File: config.mk
export PLATFORM = sky130hd
export DESIGN_NAME = tbwb_front
export DESIGN_NICKNAME = d
export VERILOG_FILES = /design/src/rtl/tbwb_pkg.sv /design/src/rtl/tbwb_front.sv
export SDC_FILE = /design/constraint.sdc
export NUM_CORES = 1
export LEC_CHECK = 0
export BUFFER_PORTS_ARGS = -buffer_cell sky130_fd_sc_hd__buf_4
export CORE_AREA = 2 2 201 203
export DETAILED_ROUTE_END_ITERATION = 8
export DIE_AREA = 0 0 203 205
export SYNTH_ARGS = -nofsm -noshare
export SYNTH_HDL_FRONTEND = slang
export SYNTH_SLANG_ARGS = --single-unit
File: constraint.sdc
create_clock -name vclk -period 6.1
set_clock_uncertainty 0.2 [all_clocks]
set_input_delay 0.61 -clock vclk [all_inputs]
set_output_delay 0.61 -clock vclk [all_outputs]
set_load 0.01 [all_outputs]
File: src/rtl/tbwb_pkg.sv
// Shared types, constants and helpers for the terrain box world bounds block.
// No dependencies; every other file except tbwb_if imports this package.
package tbwb_pkg;

   localparam int FRAC_BITS   = 16;
   localparam int WORD_BITS   = 32;
   localparam int COEF_BITS   = 32;
   localparam int OUT_BITS    = 32;
   localparam int COUNT_BITS  = 16;
   localparam int ROWS        = 3;
   localparam int COLS        = 4;
   localparam int ROW_BITS    = $clog2(ROWS);
   localparam int SUM_BITS    = ((WORD_BITS > COEF_BITS) ? WORD_BITS : COEF_BITS) + 3;
   localparam int PROD_BITS   = COEF_BITS + WORD_BITS;
   localparam int STEPS       = 2 + 4 * ROWS;
   localparam int STEP_BITS   = $clog2(STEPS + 1);
   localparam int QUEUE_DEPTH = 2;

   typedef logic signed [WORD_BITS-1:0] word_type;
   typedef logic signed [COEF_BITS-1:0] coef_type;
   typedef logic signed [SUM_BITS-1:0]  sum_type;
   typedef logic signed [PROD_BITS-1:0] prod_type;
   typedef logic signed [OUT_BITS-1:0]  out_type;

   typedef enum logic [1:0] {
      STATUS_OK       = 2'd0,
      STATUS_INVALID  = 2'd1,
      STATUS_OVERFLOW = 2'd2
   } status_type;

   typedef enum logic [1:0] {
      CMD_LOAD,
      CMD_INVALID,
      CMD_OVERFLOW,
      CMD_BOX
   } cmd_kind_type;

   // One classified command, front to back
   typedef struct packed {
      cmd_kind_type            kind;
      logic [ROW_BITS-1:0]     row_index;
      coef_type                m0;
      coef_type                m1;
      coef_type                m2;
      coef_type                m3;
      logic [COUNT_BITS-1:0]   steps_x;
      logic [COUNT_BITS-1:0]   steps_z;
      coef_type                spacing;
      word_type                base;
      word_type                top;
   } cmd_type;

   // One result beat
   typedef struct packed {
      status_type status;
      logic       part;
      logic       last_item;
      out_type    ax;
      out_type    ay;
      out_type    az;
      out_type    bx;
      out_type    by;
      out_type    bz;
   } rsp_type;

   function automatic logic fits_sum(input sum_type v);
      word_type t;
      t = v[WORD_BITS-1:0];
      return SUM_BITS'(t) == v;
   endfunction

   function automatic logic fits_prod(input prod_type v);
      word_type t;
      t = v[WORD_BITS-1:0];
      return PROD_BITS'(t) == v;
   endfunction

   function automatic out_type to_out(input word_type v);
      return OUT_BITS'(v);
   endfunction

endpackage

File: src/rtl/tbwb_front.sv
// Front end: classifies a request beat into a load, a rejected layout, an out-of-range layout or a box job.
// Depends on tbwb_pkg.
module tbwb_front (
   input  logic                    mode,
   input  logic [1:0]              row_index,
   input  logic [31:0]             row_m0,
   input  logic [31:0]             row_m1,
   input  logic [31:0]             row_m2,
   input  logic [31:0]             row_m3,
   input  logic [15:0]             count_x,
   input  logic [15:0]             count_z,
   input  logic [31:0]             spacing,
   input  logic [31:0]             base_height,
   input  logic [31:0]             height_span,
   input  logic                    snapshot_failed,
   output tbwb_pkg::cmd_type       cmd,
   output logic                    keep
);
   import tbwb_pkg::*;

   sum_type base_s;
   sum_type top_s;
   logic    bad_layout;
   logic    bad_range;

   // Validate layout and form the local top
   always_comb begin
      base_s     = SUM_BITS'($signed(base_height));
      top_s      = base_s + SUM_BITS'($signed(height_span));
      bad_layout = snapshot_failed || (count_x < 16'd2) || (count_z < 16'd2) ||
                   ($signed(spacing) <= 0) || ($signed(height_span) <= 0);
      bad_range  = !fits_sum(top_s) || !fits_sum(base_s);
   end

   // Build the command
   always_comb begin
      cmd.row_index = row_index[ROW_BITS-1:0];
      cmd.m0        = $signed(row_m0);
      cmd.m1        = $signed(row_m1);
      cmd.m2        = $signed(row_m2);
      cmd.m3        = $signed(row_m3);
      cmd.steps_x   = count_x - 16'd1;
      cmd.steps_z   = count_z - 16'd1;
      cmd.spacing   = $signed(spacing);
      cmd.base      = base_s[WORD_BITS-1:0];
      cmd.top       = top_s[WORD_BITS-1:0];
      keep          = 1'b1;
      if (!mode) begin
         cmd.kind = CMD_LOAD;
         keep     = (row_index < 2'(ROWS));
      end else if (bad_layout) begin
         cmd.kind = CMD_INVALID;
      end else if (bad_range) begin
         cmd.kind = CMD_OVERFLOW;
      end else begin
         cmd.kind = CMD_BOX;
      end
   end

endmodule

==> flow_summary.json <==
{
  "layout_commonest_cell": "buf_4",
  "viasPerCell": 3.36,
  "critPathLaunch": "base_height[4]",
  "report.final.slew_viol_count": 0,
  "grtUsageMet1": 0.0916,
  "busiest_layer": "met2",
  "initial_core_util": 0.0941,
  "place.gp.congestion": 0.789,
  "synth_xor_area_frac": 0.132,
  "track_usage": 0.0765,
  "hold_path.class": "input pin to output pin",
  "final_layout_size_suffix_gt1_frac": 0.484,
  "wl_per_cell_um": 16.1,
  "seq_cells": 0,
  "arrival_ns": 3.88,
  "cts_hold_buf": 0,
  "drtAntennaViolNets": 0,
  "fin_tns_setup_ns": 0,
  "fin_cells": 1099,
  "worstSetupStartpointType": "input pin",
  "drt-pass1-iter-count": 4,
  "grt_setup_unrepaired": "no",
  "use_met2": 0.121,
  "fin_crit_sh": 0.768,
  "setup_ws_ns": 1.41,
  "clock_power_share": 0,
  "maxCapViolCount": 0,
  "area_growth_pct": 31.9,
  "drtIter0Drc": 122,
  "die_area_sq_um": 41600,
  "criticalPathCategory": "input pin to output pin",
  "syn-cell-area_sq_um": 3700,
  "antenna_found_initial": 0,
  "ios": 521,
  "cts_resized": 0,
  "post-cts-setup-buffers": 0,
  "core_area_sq_um": 39400,
  "grt_start_max_net_pins": 8,
  "grt_util_met3": 0.0305,
  "critical_path_required_ns": 5.29,
  "ys_seq_area_frac": 0,
  "pre_cts_slack_ns": 1.33,
  "ir_drop_mv": 0.0484,
  "final_util": 0.124,
  "period_needed_ns": 4.69,
  "p_per_area_nw_per_um2": 101,
  "clkbuf_count": 0,
  "grt_pass1_wl_um": 23400,
  "finalPower_mw": 0.492,
  "status": "finished clean",
  "synthSimpleGateAreaFrac": 0.164,
  "ys_warn_count": 0,
  "num_rows": 73,
  "drt_wl_total_um": 17700,
  "placedCellCount": 1099,
  "drcViolationCount": 0,
  "setup_viol": 0,
  "synth_mux_area_frac": 0,
  "slew_headroom": 0.305,
  "die_h_um": 205,
  "cellInternalPower_mw": 0.245,
  "syn_nets": 800,
  "end_kind": "output pin",
  "finalNetCount": 871,
  "worstPathMaxFanout": 4,
  "p_leak_nw": 2.28,
  "overflow": 0,
  "fmax_mhz": 213,
  "p_seq_frac": 0,
  "power_switching_mw": 0.248,
  "area.sequential_sq_um": 0,
  "die_x_um": 203,
  "diodes": 0,
  "portBuffers": 265,
  "vias": 3695,
  "synth_cells": 505,
  "synth_fa_ha_area_frac": 0.120,
  "hpwl_um": 16200,
  "final_cell_mix": "buf_4 (266), ha_1 (34), xor2_1 (32)",
  "synth_top_family_by_area": "buffers and inverters",
  "tightest_slew_ns": 1.03,
  "ys_types": 53,
  "num-fill-cells": 4513,
  "avgSynthCellArea_sq_um": 7.34,
  "pwr-share-comb": 1.000,
  "hp-start": "row_m1[5]",
  "netSwitchingFraction": 0.503,
  "synth_compound_area_frac": 0.178,
  "finalHoldViolations": 0,
  "first_global_vias": 3650
}
[final cells by class]
class	instances	area [sq um]	share of cell area
multi-input combinational	300	2200	0.451
inverter	8	30.0	0.00614
tap	525	657	0.134
timing repair buffer	266	2000	0.409
[synth_stat cells, types with 2 or more instances]
cell | n | area, sq um
o211ai_1 | 2 | 15.0
a221o_1 | 2 | 20.0
nand2_1 | 24 | 90.1
o21ai_0 | 9 | 45.0
nand2b_1 | 2 | 12.5
nor2b_1 | 2 | 12.5
nor3b_1 | 2 | 15.0
o21bai_1 | 8 | 60.1
a211oi_1 | 3 | 22.5
a21o_1 | 20 | 150
xnor2_1 | 24 | 210
nor2_1 | 27 | 101
nand3_1 | 6 | 30.0
buf_2 | 2 | 10.0
nand4_1 | 6 | 37.5
a21oi_1 | 22 | 110
or3_1 | 4 | 25.0
inv_1 | 8 | 30.0
nor3_1 | 14 | 70.1
ha_1 | 34 | 425
a31oi_1 | 6 | 37.5
and2_1 | 2 | 12.5
o21a_1 | 2 | 15.0
a41oi_1 | 2 | 17.5
nor4_1 | 19 | 119
buf_4 | 194 | 1460
and3_1 | 2 | 12.5
xor2_1 | 32 | 280
[worst paths after layout]
check                 endpoint  slack [ns]  cells past startpoint
worst max-delay path  cmd[258]        1.41                     12
worst min-delay path  cmd[197]        1.02                      0
[routing by layer]
metal  share of wire  wire length (um)
met4           0.040               713
met2            0.44              7870
met5          0.0033                58
met1            0.39              6980
met3            0.12              2070
[power by group through the flow]
| stage | clock network [mW] | logic [mW] | registers (mW) |
|---|---|---|---|
| CTS | 0 | 0.500 | 0 |
| detailed placement | 0 | 0.497 | 0 |
| finish | 0 | 0.492 | 0 |
| global route | 0 | 0.534 | 0 |
| global placement | 0 | 0.495 | 0 |
| floorplan | 0 | 0.336 | 0 |
[per-stage QoR]
stage | instance area, sq um | hold WS (ns)
6_report | 4890 | 1.02
5_1_grt | 4890 | 1.02
4_1_cts | 4890 | 1.02
3_5_place_dp | 4890 | 1.02
3_3_place_gp | 4890 | 1.02
2_1_floorplan | 3700 | 1.07
[cells by family after synthesis]
logic type	count (synthesis)
compound gates	91
simple gates	118
buf+inv	205
fa+ha+maj	35
xor+xnor	56
[critical path, cell delays in order]
cell      delay (ns)
buf_4           0.11
ha_1            0.34
a21o_1          0.21
o21bai_1        0.21
o221a_2         0.35
o21ai_2         0.17
a21oi_2         0.13
o41a_1          0.40
a311o_1         0.38
xnor2_1         0.61
a21boi_1        0.16
buf_4           0.17
Note: power is estimated with default switching activity, not from simulation.
