## config.mk

```make
export PLATFORM = sky130hd
export DESIGN_NAME = tbwb_queue
export DESIGN_NICKNAME = d
export VERILOG_FILES = /design/src/rtl/tbwb_pkg.sv /design/src/rtl/tbwb_queue.sv
export SDC_FILE = /design/constraint.sdc
export NUM_CORES = 1
export LEC_CHECK = 0
export ABC_AREA = 1
export BUFFER_PORTS_ARGS = -buffer_cell sky130_fd_sc_hd__buf_2
export CORE_ASPECT_RATIO = 0.75
export CORE_UTILIZATION = 40
export CTS_CLUSTER_DIAMETER = 100
export DETAILED_ROUTE_END_ITERATION = 10
export GPL_TIMING_DRIVEN = 0
export PLACE_DENSITY = 0.63
export REMOVE_ABC_BUFFERS = 1
export SYNTH_ARGS = -nofsm -noshare
export SYNTH_HDL_FRONTEND = slang
export SYNTH_SLANG_ARGS = --single-unit
```

## constraint.sdc

```tcl
create_clock -name clock -period 15 [get_ports clock]
set_input_delay 1.5 -clock clock [delete_from_list [all_inputs] [get_ports clock]]
set_output_delay 1.5 -clock clock [all_outputs]
set_load 0.05 [all_outputs]
```

## src/rtl/tbwb_pkg.sv

```systemverilog
// Shared types, constants and helpers for the terrain box world bounds block.
// No dependencies; every other file except tbwb_if imports this package.
package tbwb_pkg;

   localparam int FRAC_BITS   = 16;
   localparam int WORD_BITS   = 32;
   localparam int COEF_BITS   = 32;
   localparam int OUT_BITS    = 32;
   localparam int COUNT_BITS  = 16;
   localparam int ROWS        = 3;
   localparam int COLS        = 4;
   localparam int ROW_BITS    = $clog2(ROWS);
   localparam int SUM_BITS    = ((WORD_BITS > COEF_BITS) ? WORD_BITS : COEF_BITS) + 3;
   localparam int PROD_BITS   = COEF_BITS + WORD_BITS;
   localparam int STEPS       = 2 + 4 * ROWS;
   localparam int STEP_BITS   = $clog2(STEPS + 1);
   localparam int QUEUE_DEPTH = 2;

   typedef logic signed [WORD_BITS-1:0] word_type;
   typedef logic signed [COEF_BITS-1:0] coef_type;
   typedef logic signed [SUM_BITS-1:0]  sum_type;
   typedef logic signed [PROD_BITS-1:0] prod_type;
   typedef logic signed [OUT_BITS-1:0]  out_type;

   typedef enum logic [1:0] {
      STATUS_OK       = 2'd0,
      STATUS_INVALID  = 2'd1,
      STATUS_OVERFLOW = 2'd2
   } status_type;

   typedef enum logic [1:0] {
      CMD_LOAD,
      CMD_INVALID,
      CMD_OVERFLOW,
      CMD_BOX
   } cmd_kind_type;

   // One classified command, front to back
   typedef struct packed {
      cmd_kind_type            kind;
      logic [ROW_BITS-1:0]     row_index;
      coef_type                m0;
      coef_type                m1;
      coef_type                m2;
      coef_type                m3;
      logic [COUNT_BITS-1:0]   steps_x;
      logic [COUNT_BITS-1:0]   steps_z;
      coef_type                spacing;
      word_type                base;
      word_type                top;
   } cmd_type;

   // One result beat
   typedef struct packed {
      status_type status;
      logic       part;
      logic       last_item;
      out_type    ax;
      out_type    ay;
      out_type    az;
      out_type    bx;
      out_type    by;
      out_type    bz;
   } rsp_type;

   function automatic logic fits_sum(input sum_type v);
      word_type t;
      t = v[WORD_BITS-1:0];
      return SUM_BITS'(t) == v;
   endfunction

   function automatic logic fits_prod(input prod_type v);
      word_type t;
      t = v[WORD_BITS-1:0];
      return PROD_BITS'(t) == v;
   endfunction

   function automatic out_type to_out(input word_type v);
      return OUT_BITS'(v);
   endfunction

endpackage

```

## src/rtl/tbwb_queue.sv

```systemverilog
// Short command queue between front and back ends.
// Depends on tbwb_pkg.
module tbwb_queue (
   input  logic              clock,
   input  logic              reset,
   input  logic              push,
   input  tbwb_pkg::cmd_type push_cmd,
   output logic              full,
   input  logic              pop,
   output logic              not_empty,
   output tbwb_pkg::cmd_type pop_cmd
);
   import tbwb_pkg::*;

   localparam int PTR_BITS = $clog2(QUEUE_DEPTH);
   localparam int CNT_BITS = $clog2(QUEUE_DEPTH + 1);

   cmd_type             entry_ff [QUEUE_DEPTH];
   logic [PTR_BITS-1:0] wr_ptr_ff;
   logic [PTR_BITS-1:0] rd_ptr_ff;
   logic [CNT_BITS-1:0] count_ff;

   assign full      = (count_ff == CNT_BITS'(QUEUE_DEPTH));
   assign not_empty = (count_ff != '0);
   assign pop_cmd   = entry_ff[rd_ptr_ff];

   // Store entries
   always_ff @(posedge clock) begin
      if (push) begin
         entry_ff[wr_ptr_ff] <= push_cmd;
      end
   end

   // Advance pointers and count
   always_ff @(posedge clock) begin
      if (reset) begin
         wr_ptr_ff <= '0;
         rd_ptr_ff <= '0;
         count_ff  <= '0;
      end else begin
         if (push) begin
            wr_ptr_ff <= (wr_ptr_ff == PTR_BITS'(QUEUE_DEPTH - 1)) ? '0 : wr_ptr_ff + 1'b1;
         end
         if (pop) begin
            rd_ptr_ff <= (rd_ptr_ff == PTR_BITS'(QUEUE_DEPTH - 1)) ? '0 : rd_ptr_ff + 1'b1;
         end
         count_ff <= count_ff + CNT_BITS'(push) - CNT_BITS'(pop);
      end
   end

endmodule

```

==> key figures <==
Setup path
  – Slowest stage delay, CP: 0.84 ns
  – CP max-delay cell: dfxtp_4
  – Crit. End Element: primary output
  – Critical Path AT: between 2 and 3 ns
  – WP data required: between 10 and 15 ns
  – CP Cell Sequence: buf_16 -> buf_16 -> mux2_2 -> buf_2
  – Most frequent CP cell: buf_16
  – Critical Path Fanout Max: 50
  – CP startpoint kind: register
  – Kind of critical path: reg2out

Final layout
  – Post-route cell area: around 25000 µm²
  – Non-filler instance count after layout: between 2000 and 2500
  – Most frequent cells in the layout: 525 x buf_2, 520 x edfxtp_1, 200 x mux2_4
  – Most common cell after layout, fill and taps aside: buf_2
  – Share of layout cells above drive strength 1: 0.606
  – Layout Nets: 1673
  – P&R area growth vs syn: 26.7%

Synth
  – Yosys top cell by area: edfxtp_1
  – Synthesized area: 19800 µm²
  – Synth Area in Compound Gates: 0.000253
  – Post-Syn Instances: between 800 and 900
  – Largest family of logic cells by synthesized area: multiplexers
  – Adder-Cell Fraction of Synth Area: 0.00126
  – Netlist cell types: 14
  – Post-synth ARST share: 0
  – Post-Synth Simple-Gate Area: 0.00278
  – Xor-xnor portion of the synthesized cell area: 0.000442
  – Number of synthesized register bits: around 530
  – Top_reg_cell synth: edfxtp_1
  – Register area share after synthesis: 0.793
  – Synth top area cells: edfxtp_1 79%, mux2_4 15%, mux2_2 3.4%, buf_6 1.3%, dfxtp_1 0.51%
  – Synthesized area per cell: 23.6 µm²
  – Mux cell area share after synthesis: 0.186
  – Yosys top cell area share: 0.788
  – Post-synth EDFFs: between 500 and 600
  – Warnings from Yosys: 0

Timing
  – Slew Limit Fails: 0
  – RSZ-0062 raised after global routing: no
  – Layout Skew: around 0.0096 ns
  – Relative slew slack: 0.500
  – Final worst path period share: 0.288
  – Setup_tns: 0 ns
  – Final setup fails: 0
  – Least-Margin Pin Slew: 0.749 ns
  – Final Hold Vio Count: 0
  – Fmax: 0.232 GHz
  – Min cycle time layout: 4.32 ns

Floorplan
  – IO Count: about 530
  – Die X: between 200 and 300 µm
  – Die Span Y: ~190 µm
  – Starting Density: 0.406
  – Core box area: between 40000 and 50000 µm²
  – Die area: 50400 µm²
  – Row Count: 70

Clocking
  – PostCTS Resize Cnt: 0
  – # clock sinks: 525
  – Root buf cell: clkbuf_16
  – CTS Buffer Depth: 3
  – Post-cts hold buffer count: 0
  – Clk_lat worst skew: 0.56 ns
  – Worst-path clk slew: approximately 0.060 ns
  – H-tree Lvls: 2
  – Num CTS Buffers: 52
  – CTS tree: done
  – Postcts setup bufs: 0

Global routing
  – Gr ovfl total: 0
  – Vias in the first global route: approximately 10000
  – Total GRT Usage: 0.153
  – Initial antenna violation count: 12
  – First-pass GRT wire length: around 59 mm
  – Largest net degree at the start of global routing: a little under 100

Detailed routing
  – Routed vias: ~10000
  – DRT Wirelength: 39.7 mm
  – DR WL/cell: ~19 µm
  – Iteration-0 DRC Markers: roughly 500
  – Vias per inst: 4.63
  – # DRC: 0
  – Routed Antenna Nets: 0
  – 1st-pass router iterations: 4

Place
  – Dpl hpwl: around 27 mm
  – Placed cells: 2001
  – Global placement routability congestion: 0.739
  – Area after DPL: 23400 µm²
  – IO Port Bufs: between 500 and 600

Pwr
  – Power Dens Cells: around 140 nW/µm²
  – Max IR drop VDD: 0.0000997 V
  – Leak: roughly 9.8 nW

Outcome
  – Status: finished clean

Job
  – Max-Cap Viols: 0

Hold path
  – Worst Hold Class: reg2reg
## logic make-up (layout without fill, tap and decap cells)
kind of cell             Yosys count  in the layout
AND/OR/NAND/NOR                   14             14
XOR/XNOR                           1              1
AO/OA/AOI/OAI                      1              1
adder cells (fa/ha/maj)            2              2
flip-flops                       525            525
other                              0              5
multiplexers                     260            260
buffers and inverters             37            645
## metal layers
| layer | vias up | wire length (µm) | global-route usage |
|---|---|---|---|
| met2 | 327 | 19900 | 0.259 |
| met3 | 88 | 3440 | 0.0569 |
| li1 | 4499 | - | - |
| met5 | - | 105 | 0 |
| met1 | 4790 | 15300 | 0.178 |
| met4 | 16 | 929 | 0.0537 |
## sequential cells by signal, indices dropped and copies added (netlist names), named ones only
name	count
entry_ff	520
rd_ptr_ff	1
count_ff	2
wr_ptr_ff	1
## cell usage after synthesis, types with 2 or more instances
master / number
mux2_2: 60
buf_2: 6
mux2_4: 200
ha_1: 2
inv_1: 8
nor2_1: 7
edfxtp_1: 520
dfxtp_1: 5
nand2_1: 5
buf_6: 23
## power by group
part / total, mW / internal (mW) / leakage, nW / switching [mW]
Combinational: 0.607 / 0.197 / 4.06 / 0.410
Sequential: 1.72 / 1.70 / 4.92 / 0.0226
Clock: 1.29 / 0.764 / 0.825 / 0.524
## worst max-delay path, delay by kind of cell (launching register included)
kind / cells / cell delay, ns
buf+inv: 3 / 0.90
flops: 1 / 0.84
mux: 1 / 0.38
## final timing paths
kind | cells after the start | startpoint | slack, ns | endpoint
hold reg to reg | 2 | rd_ptr_ff | 0.54 | register
setup reg to reg | 3 | wr_ptr_ff | 12.95 | entry_ff[1][79]
hold / removal | 2 | rd_ptr_ff | 0.54 | register
setup / recovery | 4 | register | 10.68 | pop_cmd[42]
## final cells by class
class	count	area, µm²
fill	3987	23700
sequential	525	15700
multi-input combinational	278	3780
timing repair buffer	542	3040
clock buffer	62	1360
tap	648	811
clock inverter	33	332
inverter	8	37.5
antenna	5	12.5
## stage by stage
step | hold slack [ns] | power [mW] | setup slack, ns | utilization
after floorplan | 0.480 | 2.29 | 1.71 | -
after global placement | 0.493 | 2.50 | -5.48 | 0.471
after detailed placement | 0.525 | 2.37 | 11.23 | 0.479
after CTS | 0.537 | 3.66 | 10.61 | 0.514
after global routing | 0.582 | 3.74 | 10.54 | 0.514
final | 0.538 | 3.62 | 10.68 | 0.514
No activity file was read; power rests on OpenSTA's default activity.
